$ cat config.mk
export PLATFORM = sky130hd
export DESIGN_NAME = gle_out_queue
export DESIGN_NICKNAME = d
export VERILOG_FILES = /design/src/design/gle_pkg.sv /design/src/design/gle_out_queue.sv
export SDC_FILE = /design/constraint.sdc
export NUM_CORES = 1
export LEC_CHECK = 0
export BUFFER_PORTS_ARGS = -buffer_cell sky130_fd_sc_hd__buf_2
export CAP_MARGIN = 10
export CORE_MARGIN = 3
export CORE_UTILIZATION = 51
export DETAILED_ROUTE_END_ITERATION = 10
export GPL_TIMING_DRIVEN = 0
export PLACE_DENSITY = 0.85
export SETUP_SLACK_MARGIN = 0.05
export SYNTH_ARGS = -nofsm -noshare
export SYNTH_HDL_FRONTEND = slang
export SYNTH_SLANG_ARGS = --single-unit
export TNS_END_PERCENT = 10
$ cat constraint.sdc
create_clock -name clock -period 5.9 [get_ports clock]
set_clock_uncertainty 0.15 [all_clocks]
set_input_delay 1.18 -clock clock [delete_from_list [all_inputs] [get_ports clock]]
set_output_delay 1.18 -clock clock [all_outputs]
set_load 0.01 [all_outputs]
$ cat src/design/gle_pkg.sv
// gle_pkg: shared types and fixed constants of the gif lzw encoder
// no dependencies; imported by the encoder top level and its output queue
`timescale 1ns / 1ps

package gle_pkg;

   localparam int CODE_BITS  = 12;
   localparam int WIDTH_BITS = 4;
   localparam int EPOCH_BITS = 8;
   localparam int QUEUE_DEPTH = 4;
   localparam int QCNT_BITS  = 3;

   typedef enum logic [1:0] {
      ST_CLR,
      ST_IDLE,
      ST_START,
      ST_CMP
   } state_type;

   typedef struct packed {
      logic [CODE_BITS-1:0]  code;
      logic [WIDTH_BITS-1:0] width;
      logic                  last;
   } code_entry_type;

   typedef struct packed {
      logic                                 load;
      logic [QCNT_BITS-1:0]                 count;
      code_entry_type [QUEUE_DEPTH-1:0]     ents;
   } queue_load_type;

endpackage

$ cat src/design/gle_out_queue.sv
// gle_out_queue: holds up to four codes of one pixel and drives them out one beat each
// depends on gle_pkg for the entry and load types
`timescale 1ns / 1ps

module gle_out_queue
   import gle_pkg::*;
(
   input  logic           clock,
   input  logic           reset,
   input  queue_load_type q_load,
   output logic           q_empty,
   output logic           rsp_tvalid,
   input  logic           rsp_tready,
   output logic [15:0]    rsp_tdata,  // code[11:0], code_width[15:12]
   output logic           rsp_tlast   // last_code
);

   code_entry_type [QUEUE_DEPTH-1:0] ent_ff;
   logic [QCNT_BITS-1:0]             cnt_ff;
   logic [1:0]                       idx_ff;
   logic                             ovalid_ff;
   code_entry_type                   out_ff;
   logic                             take;

   assign take    = (!ovalid_ff || rsp_tready) && (cnt_ff != '0);
   assign q_empty = (cnt_ff == '0);

   always_ff @(posedge clock) begin
      if (reset) begin
         cnt_ff    <= '0;
         idx_ff    <= '0;
         ovalid_ff <= 1'b0;
      end else begin
         if (q_load.load) begin
            ent_ff <= q_load.ents;
            cnt_ff <= q_load.count;
            idx_ff <= '0;
         end else if (take) begin
            cnt_ff <= cnt_ff - QCNT_BITS'(1);
            idx_ff <= idx_ff + 2'd1;
         end
         if (take) begin
            ovalid_ff <= 1'b1;
         end else if (rsp_tready) begin
            ovalid_ff <= 1'b0;
         end
      end
   end

   always_ff @(posedge clock) begin
      if (take) begin
         out_ff <= ent_ff[idx_ff];
      end
   end

   assign rsp_tvalid = ovalid_ff;
   assign rsp_tdata  = {out_ff.width, out_ff.code};
   assign rsp_tlast  = out_ff.last;

endmodule

Word-level counts from Yosys, hierarchy flattened. Cells that the tools add are included.

Logic and storage cells: 37. Bits of input ports: 75. Output and inout bits: 19. Register bits: 91.

Bitwise gates (word level): 1. Reduce and logical (&&, ||, !) cells: 9. $lt $le $gt $ge: 1. Add/subtract/negate cells: 2. Multiplexer cells: 6.

Operators by type and width (count): $bmux 17 s2 (1); $mux 17 (1); $mux 3 (2); $reduce_bool 2->1 (2); $logic_not 3->1 (1); $lt 2x3->1 const B (1); $reduce_bool 3->1 (1); $sub 3x1->3 const B (1); $add 2x1->2 const B (1); $mux 1 (2); $reduce_and 2->1 (1); $reduce_or 2->1 (1); $logic_and 1x1->1 (1); $logic_not 1->1 (1); $logic_or 1x1->1 (1); $not 1->1 (1).

Depth between registers and ports, before layout.
Depth after elaboration: 5. Mapped depth: 6. Depth with buffers taken out: 6.

Least setup slack after synthesis. OpenSTA, ideal clock, no wires.

Path type: input port to flip-flop. Start: in reset. End: reg cnt_ff[2]. Setup slack: 993 ps. Library setup time: 70 ps. Arrival: 4687 ps. Buffers on the path: 0. Stages: 2. Path through: nor2b_1 -> a22o_1.

RTL lines: start: declaration (RTL line gle_out_queue.sv:9) `input logic reset,`; end signal: assignment (RTL line gle_out_queue.sv:36) `cnt_ff <= q_load.count;`; end signal: assignment (RTL line gle_out_queue.sv:39) `cnt_ff <= cnt_ff - QCNT_BITS'(1);`; end: declaration (RTL line gle_out_queue.sv:19) `logic [QCNT_BITS-1:0] cnt_ff;`.

Worst setup path after layout.
Start: reg cnt_ff[0]. End: out q_empty.

Longest elaborated chain between the ends: 1.

Ends and longest elaborated chain: $logic_not 3->1 (RTL line gle_out_queue.sv:26) `assign q_empty = (cnt_ff == '0);`; end: declaration (RTL line gle_out_queue.sv:11) `output logic q_empty,`.

No other way between the ends.

==> impl_metrics.tcl <==
set metrics [dict create \
    wirelength_um 5670 \
    period_needed_ps 2780 \
    layout-drive-gt1-share_pct 50.2 \
    drc 0 \
    crit_chain "inv_1 -> ha_1 -> ha_1 -> buf_2" \
    die_area_um2 7470 \
    insertion_delay_ps 350 \
    power_frac_seq_pct 60.0 \
    cts_sinks 91 \
    p_per_area_nw_per_um2 319 \
    fin_crit_sh_pct 47.1 \
    intPower_mw 1.00 \
    status "completed" \
    yosysSeqAreaShare_pct 81.0 \
    chipHeight_um 86.4 \
    pre_cts_ws_ps 3310 \
    grt_pass1_vias 1798 \
    clk_pin_slew_ps 90 \
    slowest_delay_ps 340 \
    nFillCells 393 \
    reg2reg_slack_ps 3880 \
    total_power_mw 1.31 \
    cts_setup_buffers 0 \
    pwr-share-comb_pct 11.1 \
    cts-resized-gates 0 \
    worstReg2RegStart "cnt_ff[0]" \
    rsz0062_at_grt "false" \
    leakage_nw 1.56 \
    final_util_pct 67.4 \
    io_buffers 93 \
    critical-path-slowest-cell "ha_1" \
    num_vias 1702 \
    p_switching_uw 307 \
    grt_pass1_wl_um 8690 \
    rows 28 \
    die_x_um 86.4 \
    initial_core_util_pct 54.1 \
    timing.rr.end "rsp_tdata[6]" \
    yosysWarnings 0 \
    syn_avg_cell_area_um2 23.1 \
    post_dp_cell_area_um2 3930 \
    setup_ws_ps 3120 \
    ir_drop_mv 0.198 \
    crit_required_ps 4570 \
    path_common_cell "ha_1" \
    ys_ff_latch 91 \
    finalHoldViolations 0 \
    hp-class "reg -> reg" \
    mappedNetlistNets 220 \
    drv_slew 0 \
    cp_num_cells 4 \
    fmax_ghz 0.360 \
    dp_hpwl_um 4140 \
    gp_congestion 0.857 \
    synthToLayoutAreaGrowth_pct 24.7 \
    grt_overflow 0 \
    crit_arrival_ps 1450 \
    final_area_um2 4110 \
    cts_hold_buf 0 \
    slew_headroom_pct 60.2 \
    grt_max_degree 30 \
    antenna_found_initial 0 \
    setup_violations 0 \
    ant_nets 0 \
    cp-start-kind "flop" \
    synth_cell_types 27 \
    p_clk_share_pct 28.9 \
    fin_cells 330 \
    maxCapViolCount 0 \
    crit_path_start "cnt_ff[0]" \
    synth_area_um2 3300 \
    wl_per_cell_um 17.2 \
    multi_input_area_um2 584 \
    htree_levels 3 \
    switching_share_pct 23.4 \
    crit_path_max_fanout 9 \
    drtIter0Drc 126 \
    tightestPinTransition_ps 595 \
    cp_num_buf_inv 2 \
    cp-end-kind "primary output" \
    avgViaCountPerCell 5.16 \
    grt_usage_pct 16.3 \
    dp_cells 314 \
    ios 94 \
    endpoint "q_empty" \
    clockRootBuffer "clkbuf_8" \
    cts.path.max_buffers 2 \
    numCtsBuffers 9 \
    postSynthCellCount 143 \
    cts_tree "yes" \
    dr.pass1.iters 4 \
    coreArea_um2 6100 \
    antenna_cells 0 \
    rr_worst_depth 5 \
    finalNetCount 327 \
    seqCellArea_um2 2670 \
    crit_family "adder cells" \
    crit_type "reg -> out" \
]
==> cell type report <==
class	count	share of cell area [%]
multi-input combinational	42	14.2
inverter	6	0.548
tap	75	2.28
sequential	91	65.0
clock buffer	9	3.01
timing repair buffer	96	12.8
clock inverter	7	1.40
buffer	4	0.700
==> cells in the mapped netlist <==
master,count,share of area [%]
nor2_1,1,0.11
a31oi_1,1,0.19
inv_2,1,0.11
nand2b_1,1,0.19
mux4_2,9,6.1
inv_1,5,0.57
nand3_1,1,0.15
nand2_1,1,0.11
buf_6,1,0.34
and3_1,1,0.19
edfxtp_1,85,77
clkbuf_2,1,0.15
a21oi_1,6,0.91
dfxtp_1,6,3.6
buf_4,1,0.23
o21ai_0,2,0.30
buf_2,1,0.15
a22o_1,1,0.27
ha_1,2,0.76
nor3_1,1,0.15
o32ai_1,1,0.27
o31a_1,1,0.27
or4_1,1,0.23
mux4_1,8,6.4
or2_2,1,0.19
o31ai_1,1,0.23
nor2b_1,2,0.38
==> worst register-to-register path: cells and delay by family (launching register included) <==
kind / cells / cell delay (ps)
buf+inv: 2 / 280
flops: 1 / 340
fa+ha+maj: 2 / 500
simple gates: 1 / 460
==> sequential cells by signal, indices dropped and copies added (netlist names) <==
register and count:
ent_ff 68, rsp_tdata 16, rsp_tlast 1, rsp_tvalid 1, cnt_ff 3, idx_ff 2
==> per-stage QoR <==
stage / hold slack (ps) / TNS (ps)
2_1_floorplan: 370 / 0
3_3_place_gp: 389 / -12600
3_5_place_dp: 411 / 0
4_1_cts: 412 / 0
5_1_grt: 458 / 0
6_report: 413 / 0
==> how the worst min path moves through the flow <==
stage               from   endpoint  cells after the start
3_5_place_dp   cnt_ff[1]  cnt_ff[1]                      2
6_report       cnt_ff[1]  cnt_ff[1]                      2
5_1_grt        cnt_ff[1]  cnt_ff[1]                      2
4_1_cts        cnt_ff[1]  cnt_ff[1]                      2
2_1_floorplan  cnt_ff[2]  cnt_ff[2]                      3
3_3_place_gp   cnt_ff[2]  cnt_ff[2]                      3
==> power by group through the flow <==
stage / logic (mW) / registers, mW / clock network (mW)
after floorplan: 0.0630 / 0.812 / 0
after global placement: 0.133 / 0.802 / 0
after detailed placement: 0.148 / 0.802 / 0
after CTS: 0.148 / 0.788 / 0.392
after global routing: 0.158 / 0.792 / 0.426
final: 0.146 / 0.787 / 0.379
==> cell families after synthesis <==
kind of cell	count (synthesis)	synth area share, %
simple gates	10	1.71
buf+inv	10	1.56
compound gates	13	2.43
mux	17	12.5
fa+ha+maj	2	0.759
flops	91	81.0
==> cell usage in the layout (no fill, tap or decap) <==
cell type   instances
o32ai_1             1
inv_2               1
dfxtp_1             6
o31ai_1             1
or2_2               1
a21oi_1             6
or4_1               1
nor2_2              1
buf_4               1
mux4_1              8
and3_1              1
buf_12              1
clkinvlp_4          1
buf_2              94
nand2b_1            1
clkbuf_2            1
nand3_1             1
buf_16              1
a31oi_1             1
clkbuf_8            9
inv_6               4
o31a_1              1
nor3_1              1
nor2b_4             1
a22o_1              1
inv_8               1
buf_8               1
clkinv_1            1
o21ai_0             2
edfxtp_1           85
nor2b_1             1
mux4_2              9
buf_6               1
ha_1                2
inv_1               5
nand2_1             1
==> metal layers <==
metal  track usage, %  vias to the layer above  routed length [um]
met5                0                        -                   0
met4             6.37                        0                  63
met3             5.61                        4                 377
met2             29.0                       67                3260
met1             17.8                      820                1970
li1                 -                      811                   -
No activity file was read; power rests on OpenSTA's default activity.
